**config.mk**
```make
export PLATFORM = sky130hd
export DESIGN_NAME = multilevel_priority_queue_top_flat
export DESIGN_NICKNAME = d
export VERILOG_FILES = /design/src/sv/mpq_pkg.sv /design/src/sv/mpq_if.sv /design/src/sv/mpq_ram.sv /design/src/sv/mpq_ctrl.sv /design/src/sv/mpq_datapath.sv /design/src/sv/multilevel_priority_queue_top.sv /design/src/flat_wrapper.sv
export SDC_FILE = /design/constraint.sdc
export NUM_CORES = 2
export LEC_CHECK = 0
export ABC_AREA = 1
export BUFFER_PORTS_ARGS = -buffer_cell sky130_fd_sc_hd__buf_4
export CORE_UTILIZATION = 35
export CTS_BUF_LIST = sky130_fd_sc_hd__clkbuf_16
export CTS_CLUSTER_DIAMETER = 150
export DETAILED_ROUTE_END_ITERATION = 10
export GPL_TIMING_DRIVEN = 0
export SETUP_SLACK_MARGIN = 0.5
export SYNTH_ARGS = -nofsm -noshare
export SYNTH_HDL_FRONTEND = slang
export SYNTH_HIERARCHICAL = 1
export SYNTH_SLANG_ARGS = --single-unit
```
**constraint.sdc**
```tcl
create_clock -name clock -period 7.3 [get_ports clock]
set_clock_uncertainty 0.2 [all_clocks]
set_input_delay 1.46 -clock clock [delete_from_list [all_inputs] [get_ports clock]]
set_output_delay 1.46 -clock clock [all_outputs]
set_load 0.02 [all_outputs]
```
**src/sv/mpq_pkg.sv**
```systemverilog
`timescale 1ns / 1ps
// mpq_pkg: sizes, command and status codes, and control structs for the
// multilevel priority queue. No dependencies.
package mpq_pkg;

   // sizing
   localparam int NUM_LEVELS  = 8;
   localparam int LEVEL_DEPTH = 16;
   localparam int ID_WIDTH    = 16;

   // fixed field widths of the channels
   localparam int OP_W      = 2;
   localparam int TASK_W    = 16;
   localparam int PRI_W     = 4;
   localparam int STATUS_W  = 2;

   // derived widths
   localparam int LVL_W       = $clog2(NUM_LEVELS);
   localparam int PTR_W       = $clog2(LEVEL_DEPTH);
   localparam int CNT_W       = $clog2(LEVEL_DEPTH + 1);
   localparam int STORE_DEPTH = NUM_LEVELS * LEVEL_DEPTH;
   localparam int ADDR_W      = $clog2(STORE_DEPTH);

   // command codes
   localparam logic [OP_W-1:0] OP_ENQ  = 2'd0;
   localparam logic [OP_W-1:0] OP_PEEK = 2'd1;
   localparam logic [OP_W-1:0] OP_DEQ  = 2'd2;

   // result status codes
   localparam logic [STATUS_W-1:0] ST_OK    = 2'd0;
   localparam logic [STATUS_W-1:0] ST_EMPTY = 2'd1;
   localparam logic [STATUS_W-1:0] ST_FULL  = 2'd2;
   localparam logic [STATUS_W-1:0] ST_RANGE = 2'd3;

   // controller to datapath
   typedef struct packed {
      logic exec;    // beat accepted: decide, touch store, update pointers
      logic finish;  // store data ready: load the result register
   } mpq_cmd_type;

   // datapath to controller
   typedef struct packed {
      logic rsp_busy;  // result register holds an untaken beat
   } mpq_stat_type;

endpackage

```
**src/sv/mpq_if.sv**
```systemverilog
`timescale 1ns / 1ps
// mpq_req_if / mpq_rsp_if: valid-ready channels of the priority queue.
// Depends on mpq_pkg.

// command channel
interface mpq_req_if;
   logic                         valid;
   logic                         ready;
   logic [mpq_pkg::OP_W-1:0]     opcode;
   logic [mpq_pkg::TASK_W-1:0]   task_id;
   logic [mpq_pkg::PRI_W-1:0]    priority_req;

   modport source (output valid, output opcode, output task_id,
                   output priority_req, input ready);
   modport sink   (input valid, input opcode, input task_id,
                   input priority_req, output ready);
endinterface

// result channel
interface mpq_rsp_if;
   logic                          valid;
   logic                          ready;
   logic [mpq_pkg::STATUS_W-1:0]  status;
   logic [mpq_pkg::TASK_W-1:0]    out_task_id;
   logic [mpq_pkg::PRI_W-1:0]     out_priority;
   logic                          all_empty;

   modport source (output valid, output status, output out_task_id,
                   output out_priority, output all_empty, input ready);
   modport sink   (input valid, input status, input out_task_id,
                   input out_priority, input all_empty, output ready);
endinterface

```
**src/sv/mpq_ram.sv**
```systemverilog
`timescale 1ns / 1ps
// mpq_ram: generic single-port RAM with registered read data.
// No dependencies.
module mpq_ram #(
   parameter int WIDTH = 16,
   parameter int DEPTH = 128
) (
   input  logic                     clock,
   input  logic                     en,
   input  logic                     we,
   input  logic [$clog2(DEPTH)-1:0] addr,
   input  logic [WIDTH-1:0]         wdata,
   output logic [WIDTH-1:0]         rdata
);

   logic [WIDTH-1:0] mem_ff [DEPTH];
   logic [WIDTH-1:0] rdata_ff;

   // write or registered read
   always_ff @(posedge clock) begin
      if (en) begin
         if (we) begin
            mem_ff[addr] <= wdata;
         end else begin
            rdata_ff <= mem_ff[addr];
         end
      end
   end

   assign rdata = rdata_ff;

endmodule

```
**src/sv/mpq_ctrl.sv**
```systemverilog
`timescale 1ns / 1ps
// mpq_ctrl: two-state sequencer of the priority queue.
// Depends on mpq_pkg.
module mpq_ctrl (
   input  logic                  clock,
   input  logic                  reset,
   input  logic                  req_valid,
   output logic                  req_ready,
   input  logic                  rsp_ready,
   input  mpq_pkg::mpq_stat_type stat,
   output mpq_pkg::mpq_cmd_type  cmd
);
   import mpq_pkg::*;

   typedef enum logic [1:0] {
      S_IDLE = 2'b01,
      S_DONE = 2'b10
   } state_type;

   state_type state_ff, state_in;
   logic      accept;

   // take a beat when idle and the result register is free or draining
   assign req_ready = (state_ff == S_IDLE) && (!stat.rsp_busy || rsp_ready);
   assign accept    = req_ready && req_valid;

   // next state
   always_comb begin
      state_in = state_ff;
      unique case (state_ff)
         S_IDLE: begin
            if (accept) state_in = S_DONE;
         end
         S_DONE: begin
            state_in = S_IDLE;
         end
         default: state_in = S_IDLE;
      endcase
   end

   always_ff @(posedge clock) begin
      if (reset) begin
         state_ff <= S_IDLE;
      end else begin
         state_ff <= state_in;
      end
   end

   // commands
   assign cmd.exec   = accept;
   assign cmd.finish = (state_ff == S_DONE);

endmodule

```
**src/sv/mpq_datapath.sv**
```systemverilog
`timescale 1ns / 1ps
// mpq_datapath: level counters, head and tail pointers, task store and
// result register of the priority queue. Depends on mpq_pkg and mpq_ram.
module mpq_datapath (
   input  logic                           clock,
   input  logic                           reset,
   input  mpq_pkg::mpq_cmd_type           cmd,
   output mpq_pkg::mpq_stat_type          stat,
   input  logic [mpq_pkg::OP_W-1:0]       req_opcode,
   input  logic [mpq_pkg::TASK_W-1:0]     req_task_id,
   input  logic [mpq_pkg::PRI_W-1:0]      req_priority,
   input  logic                           rsp_ready,
   output logic                           rsp_valid,
   output logic [mpq_pkg::STATUS_W-1:0]   rsp_status,
   output logic [mpq_pkg::TASK_W-1:0]     rsp_task_id,
   output logic [mpq_pkg::PRI_W-1:0]      rsp_priority,
   output logic                           rsp_all_empty
);
   import mpq_pkg::*;

   logic [CNT_W-1:0]    count_ff [NUM_LEVELS];
   logic [PTR_W-1:0]    head_ff  [NUM_LEVELS];
   logic [PTR_W-1:0]    tail_ff  [NUM_LEVELS];

   logic [NUM_LEVELS-1:0] busy;
   logic                  any_busy;
   logic [LVL_W-1:0]      sel_lvl;
   logic [LVL_W-1:0]      enq_lvl;
   logic                  pri_bad;
   logic                  lvl_full;

   logic                  do_enq;
   logic                  do_read;
   logic                  do_deq;
   logic [STATUS_W-1:0]   status_in;
   logic [PTR_W-1:0]      tail_cur;
   logic [PTR_W-1:0]      head_cur;
   logic [ADDR_W-1:0]     ram_addr;
   logic [ID_WIDTH-1:0]   ram_rdata;

   logic [STATUS_W-1:0]   pend_status_ff;
   logic                  pend_hit_ff;
   logic [LVL_W-1:0]      pend_lvl_ff;

   logic                  rsp_valid_ff;
   logic [STATUS_W-1:0]   rsp_status_ff;
   logic [TASK_W-1:0]     rsp_task_ff;
   logic [PRI_W-1:0]      rsp_pri_ff;
   logic                  rsp_empty_ff;

   // pointer step with wrap at the level depth
   function automatic logic [PTR_W-1:0] step_ptr(input logic [PTR_W-1:0] p);
      logic [PTR_W-1:0] q;
      if (p == PTR_W'(LEVEL_DEPTH - 1)) q = '0;
      else q = p + PTR_W'(1);
      return q;
   endfunction

   // most urgent non-empty level
   always_comb begin
      sel_lvl = '0;
      for (int i = NUM_LEVELS - 1; i >= 0; i--) begin
         busy[i] = (count_ff[i] != '0);
         if (busy[i]) sel_lvl = LVL_W'(i);
      end
   end
   assign any_busy = |busy;

   // enqueue level and its checks
   assign pri_bad  = (req_priority == '0) || (req_priority > PRI_W'(NUM_LEVELS));
   assign enq_lvl  = LVL_W'(req_priority - PRI_W'(1));
   assign lvl_full = (count_ff[enq_lvl] == CNT_W'(LEVEL_DEPTH));
   assign tail_cur = tail_ff[enq_lvl];
   assign head_cur = head_ff[sel_lvl];

   // command decode
   always_comb begin
      do_enq    = 1'b0;
      do_read   = 1'b0;
      do_deq    = 1'b0;
      status_in = ST_OK;
      case (req_opcode)
         OP_ENQ: begin
            if (pri_bad) begin
               status_in = ST_RANGE;
            end else if (lvl_full) begin
               status_in = ST_FULL;
            end else begin
               do_enq = cmd.exec;
            end
         end
         OP_PEEK, OP_DEQ: begin
            if (!any_busy) begin
               status_in = ST_EMPTY;
            end else begin
               do_read = cmd.exec;
               do_deq  = cmd.exec && (req_opcode == OP_DEQ);
            end
         end
         default: status_in = ST_OK;
      endcase
   end

   // store address: level base plus slot
   always_comb begin
      if (do_enq) begin
         ram_addr = ADDR_W'(ADDR_W'(enq_lvl) * ADDR_W'(LEVEL_DEPTH) + ADDR_W'(tail_cur));
      end else begin
         ram_addr = ADDR_W'(ADDR_W'(sel_lvl) * ADDR_W'(LEVEL_DEPTH) + ADDR_W'(head_cur));
      end
   end

   mpq_ram #(
      .WIDTH (ID_WIDTH),
      .DEPTH (STORE_DEPTH)
   ) u_store (
      .clock (clock),
      .en    (do_enq || do_read),
      .we    (do_enq),
      .addr  (ram_addr),
      .wdata (ID_WIDTH'(req_task_id)),
      .rdata (ram_rdata)
   );

   // counters and pointers
   always_ff @(posedge clock) begin
      if (reset) begin
         for (int i = 0; i < NUM_LEVELS; i++) begin
            count_ff[i] <= '0;
            head_ff[i]  <= '0;
            tail_ff[i]  <= '0;
         end
      end else begin
         if (do_enq) begin
            count_ff[enq_lvl] <= count_ff[enq_lvl] + CNT_W'(1);
            tail_ff[enq_lvl]  <= step_ptr(tail_cur);
         end
         if (do_deq) begin
            count_ff[sel_lvl] <= count_ff[sel_lvl] - CNT_W'(1);
            head_ff[sel_lvl]  <= step_ptr(head_cur);
         end
      end
   end

   // pending result fields while the store read is in flight
   always_ff @(posedge clock) begin
      if (cmd.exec) begin
         pend_status_ff <= status_in;
         pend_hit_ff    <= do_read;
         pend_lvl_ff    <= sel_lvl;
      end
   end

   // result register
   always_ff @(posedge clock) begin
      if (reset) begin
         rsp_valid_ff <= 1'b0;
      end else if (cmd.finish) begin
         rsp_valid_ff <= 1'b1;
      end else if (rsp_ready) begin
         rsp_valid_ff <= 1'b0;
      end
   end

   always_ff @(posedge clock) begin
      if (cmd.finish) begin
         rsp_status_ff <= pend_status_ff;
         rsp_task_ff   <= pend_hit_ff ? TASK_W'(ram_rdata) : '0;
         rsp_pri_ff    <= pend_hit_ff ? PRI_W'(PRI_W'(pend_lvl_ff) + PRI_W'(1)) : '0;
         rsp_empty_ff  <= !any_busy;
      end
   end

   assign stat.rsp_busy = rsp_valid_ff;
   assign rsp_valid     = rsp_valid_ff;
   assign rsp_status    = rsp_status_ff;
   assign rsp_task_id   = rsp_task_ff;
   assign rsp_priority  = rsp_pri_ff;
   assign rsp_all_empty = rsp_empty_ff;

`ifndef SYNTHESIS
   // result register is free when a result is loaded
   a_finish_free: assert property (@(posedge clock) disable iff (reset)
      cmd.finish |-> !rsp_valid_ff)
      else $error("result loaded over an untaken beat");

   // a loaded result shows up as valid
   a_finish_valid: assert property (@(posedge clock) disable iff (reset)
      cmd.finish |=> rsp_valid_ff)
      else $error("result not presented after load");

   // an empty report means every level is empty
   a_empty_consistent: assert property (@(posedge clock) disable iff (reset)
      (rsp_valid_ff && rsp_status_ff == ST_EMPTY) |-> rsp_empty_ff)
      else $error("empty status with a non-empty queue");

   // a returned task always comes with an ok status
   a_hit_ok: assert property (@(posedge clock) disable iff (reset)
      (rsp_valid_ff && rsp_pri_ff != '0) |-> (rsp_status_ff == ST_OK))
      else $error("task returned with an error status");
`endif

endmodule

```
**src/sv/multilevel_priority_queue_top.sv**
```systemverilog
`timescale 1ns / 1ps
// multilevel_priority_queue_top: eight-level priority FIFO of task ids.
// The command beat is registered into the store read and the pending fields,
// then loaded into the result register. No new command is taken while one is
// in flight through the single-port task store, whose registered read data is
// loaded into the result register; an untaken result holds off the next command
// until it is taken.
// Reset (synchronous): clears level counts, pointers, sequencer and result valid;
// the task store is not cleared and needs no clearing pass.
module multilevel_priority_queue_top (
   input  logic     clock,
   input  logic     reset,
   mpq_req_if.sink  req_chan,
   mpq_rsp_if.source rsp_chan
);
   import mpq_pkg::*;

   mpq_cmd_type  cmd;
   mpq_stat_type stat;

   // sequencer
   mpq_ctrl u_ctrl (
      .clock     (clock),
      .reset     (reset),
      .req_valid (req_chan.valid),
      .req_ready (req_chan.ready),
      .rsp_ready (rsp_chan.ready),
      .stat      (stat),
      .cmd       (cmd)
   );

   // queue state and result register
   mpq_datapath u_datapath (
      .clock         (clock),
      .reset         (reset),
      .cmd           (cmd),
      .stat          (stat),
      .req_opcode    (req_chan.opcode),
      .req_task_id   (req_chan.task_id),
      .req_priority  (req_chan.priority_req),
      .rsp_ready     (rsp_chan.ready),
      .rsp_valid     (rsp_chan.valid),
      .rsp_status    (rsp_chan.status),
      .rsp_task_id   (rsp_chan.out_task_id),
      .rsp_priority  (rsp_chan.out_priority),
      .rsp_all_empty (rsp_chan.all_empty)
   );

endmodule

```
**src/flat_wrapper.sv**
```systemverilog
// flat-port wrapper written by rule: the top's interface ports become plain ports
module multilevel_priority_queue_top_flat import mpq_pkg::*;
  (clock, reset, req_chan_valid, req_chan_opcode, req_chan_task_id, req_chan_priority_req, req_chan_ready, rsp_chan_valid, rsp_chan_status, rsp_chan_out_task_id, rsp_chan_out_priority, rsp_chan_all_empty, rsp_chan_ready);
  mpq_req_if req_chan_i ();
  mpq_rsp_if rsp_chan_i ();
  input  logic clock;
  input  logic reset;
  input wire logic [$bits(req_chan_i.valid)-1:0] req_chan_valid;
  input wire logic [$bits(req_chan_i.opcode)-1:0] req_chan_opcode;
  input wire logic [$bits(req_chan_i.task_id)-1:0] req_chan_task_id;
  input wire logic [$bits(req_chan_i.priority_req)-1:0] req_chan_priority_req;
  output wire logic [$bits(req_chan_i.ready)-1:0] req_chan_ready;
  output wire logic [$bits(rsp_chan_i.valid)-1:0] rsp_chan_valid;
  output wire logic [$bits(rsp_chan_i.status)-1:0] rsp_chan_status;
  output wire logic [$bits(rsp_chan_i.out_task_id)-1:0] rsp_chan_out_task_id;
  output wire logic [$bits(rsp_chan_i.out_priority)-1:0] rsp_chan_out_priority;
  output wire logic [$bits(rsp_chan_i.all_empty)-1:0] rsp_chan_all_empty;
  input wire logic [$bits(rsp_chan_i.ready)-1:0] rsp_chan_ready;
  assign req_chan_i.valid = req_chan_valid;
  assign req_chan_i.opcode = req_chan_opcode;
  assign req_chan_i.task_id = req_chan_task_id;
  assign req_chan_i.priority_req = req_chan_priority_req;
  assign req_chan_ready = req_chan_i.ready;
  assign rsp_chan_valid = rsp_chan_i.valid;
  assign rsp_chan_status = rsp_chan_i.status;
  assign rsp_chan_out_task_id = rsp_chan_i.out_task_id;
  assign rsp_chan_out_priority = rsp_chan_i.out_priority;
  assign rsp_chan_all_empty = rsp_chan_i.all_empty;
  assign rsp_chan_i.ready = rsp_chan_ready;
  multilevel_priority_queue_top u_core (.clock(clock), .reset(reset), .req_chan(req_chan_i), .rsp_chan(rsp_chan_i));
endmodule
```
==> out/qor.yml <==
grt_usage: 0.213
dp_cells: 13081
die_w_um: 521
wl_per_cell_um: 21.8
clock.fmax_mhz: 146
synth_area_mm2: 0.0944
grt_max_degree: 129
cts_root_buffer: "clkbuf_16"
outcome: "completed"
relSlewSlack: 0.102
synth_ff_type: "edfxtp_1"
numPortBuffers: 50
hpwl_um: 199000
postCtsHoldBufs: 0
clkSinkCount: 2200
finalCritPeriodShare: 0.937
ir_drop_v: 0.000212
antenna_found_initial: 20
drt_iter0_markers: 7844
global_route.overflow_total: 0
hold_viol: 0
yosys_warnings: 6
cts_tree: "yes"
multi_input_area_mm2: 0.0262
clk_pin_slew_ns: 0.06
setup_violations: 0
drt_pass1_iterations: 8
final_cell_mix: "nand2_1, edfxtp_1, nor2_1"
synth-seq-area-share: 0.699
synth_top_area_share: 0.699
crit_fanout: 12
syn-num-nets: 9437
max_cap_viol_count: 0
async_flop_share: 0
power_w: 0.0282
grt_pass1_wl_um: 424000
leakage_nw: 45.4
startpoint_type: "primary input"
synth_area_leaders: "edfxtp_1, nand2_1, nor2_1"
fp-row-count: 190
ys_ff_latch: 2200
final_max_slew_viol_count: 0
clockBufferDepth: 3
wirelength_um: 296000
grt_pass1_vias: 63643
ys_types: 48
die_height_um: 521
pin_count: 51
clk_latency_ns: 0.88
hold_path.class: "flip-flop to flip-flop"
gp_congestion: 1.00
viasPerCell: 4.97
p_per_area_mw_per_mm2: 257
cts_buffers: 220
syn2layout_area_growth_pct: 16.3
htreeDepth: 4
critPathKind: "primary input to flip-flop"
rsz0062_at_grt: "yes"
cp.arrival_ns: 7.21
drc: 0
drive_gt1_frac: 0.107
synth_cells: 9401
min_period_ns: 6.84
fill_cells: 25481
nNetsFinal: 9848
avgSynthCellArea_um2: 10.0
endpoint_kind: "flip-flop"
start_util: 0.352
seqCellArea_mm2: 0.0660
ant_nets: 0
fin_cells: 13560
synth_edf_count: 2197
yosys.area.top_type: "edfxtp_1"
vias: 67411
layout_commonest_cell: "nand2_1"
core_mm2: 0.268
required_ns: 7.68
tightestPinTransition_ns: 1.35
fin_util: 0.410
die-area_mm2: 0.272
stage by stage:
stage / worst slack, ns / instance area [µm²] / hold WS (ns) / TNS (ns)
after global placement: -2.75 / 99300 / 0.207 / -3607.97
after floorplan: 1.42 / 94400 / 0.200 / 0
after CTS: 0.365 / 109000 / 0.221 / 0
after global routing: 0.404 / 110000 / 0.233 / 0
after detailed placement: -2.47 / 101000 / 0.207 / -2477.64
final: 0.462 / 110000 / 0.221 / 0
worst max-delay path, stage by stage:
cell	delay [ns]
buf_4	0.15
inv_2	0.11
ha_1	0.53
inv_2	0.16
nand3_1	0.27
inv_1	0.19
a221oi_1	0.41
nand2_1	0.22
inv_1	0.10
ha_1	0.14
nand3b_1	0.10
nand2_1	0.11
nor2_2	0.09
buf_2	0.19
nand2_1	0.08
o21ai_0	0.11
buf_6	0.21
inv_4	0.14
buf_4	0.35
buf_6	0.21
clkbuf_4	0.36
nand3_2	0.45
buf_4	0.50
nor2_4	0.29
buf_8	0.21
final cells by class:
type                    count  area share
clock inverters           190      0.0136
repair buffers            189      0.0268
clock buffers             221      0.0504
well taps                3552      0.0405
inverters                 199     0.00687
flip-flops and latches   2200       0.601
multi-input cells        6552       0.238
diodes                      7    0.000160
plain buffers             450      0.0220
cells in the mapped netlist (5+ instances only):
cell      number
a21oi_1       13
a221oi_1       8
a22o_1         5
buf_1         28
buf_2        273
buf_4         34
buf_6         22
clkbuf_1      93
clkinv_1       6
edfxtp_1    2197
ha_1          10
inv_1        176
inv_2         16
nand2_1     5838
nand2_2        8
nand3_1       83
nand3_2        8
nand4_1        7
nor2_1       463
nor2_2         7
o211ai_1      15
o21ai_0       12
o21ai_1       10
o22ai_1       15
or2_1          7
or2_2          9
kinds of logic after synthesis:
group	synth area share
compound gates	0.00656
simple gates	0.260
fa+ha+maj	0.00132
flops	0.699
buf+inv	0.0325
xor+xnor	0.000543
path summary, 6_finish.rpt:
check / start / end / slack (ns) / depth (start not counted)
worst min register to register: u_core/u_datapath/pend_status_ff[1]$_DFFE_PP_ / u_core/u_datapath/rsp_status[1]$_DFFE_PP_ / 0.22 / 0
worst min-delay path: u_core/u_datapath/pend_status_ff[1]$_DFFE_PP_ / u_core/u_datapath/rsp_status[1]$_DFFE_PP_ / 0.22 / 0
worst max-delay path: req_chan_priority_req[0] / u_core/u_datapath/u_store/mem_ff[48][3]$_DFFE_PP_ / 0.46 / 25
worst max register to register: u_core/u_datapath/count_ff[3][4]$_SDFFCE_PN0P_ / u_core/u_datapath/u_store/mem_ff[110][12]$_DFFE_PP_ / 1.44 / 18
metal layers:
layer | vias to the layer above | share of wire | track usage
met5 | - | 0 | 0
met2 | 2993 | 0.45 | 0.337
li1 | 31269 | - | -
met4 | 0 | 0.037 | 0.0785
met3 | 548 | 0.095 | 0.0489
met1 | 32601 | 0.41 | 0.287
sequential cells by signal, indices dropped and copies added, names as in the netlist, 3 cells and up:
| register | count |
|---|---|
| u_core/u_datapath/rsp_priority | 4 |
| u_core/u_datapath/head_ff | 32 |
| u_core/u_datapath/count_ff | 40 |
| u_core/u_datapath/u_store/mem_ff | 2048 |
| u_core/u_datapath/pend_lvl_ff | 3 |
| u_core/u_datapath/u_store/rdata | 16 |
| u_core/u_datapath/rsp_task_id | 16 |
| u_core/u_datapath/tail_ff | 32 |
power by group:
part	internal [W]	total (W)	switching, W
sequential	0.0139	0.0139	0.0000136
combinational	0.000735	0.00320	0.00247
clock	0.00615	0.0111	0.00491
repair_timing:
item                                     CTS  global route
cloned                                     0             0
hold endpoints to repair                   0             0
buffers inserted                          44            17
gates resized for setup                  141            58
pin swaps                                 36            17
endpoints found under the setup margin  1908          1450
(Power assumes the default switching activity.)
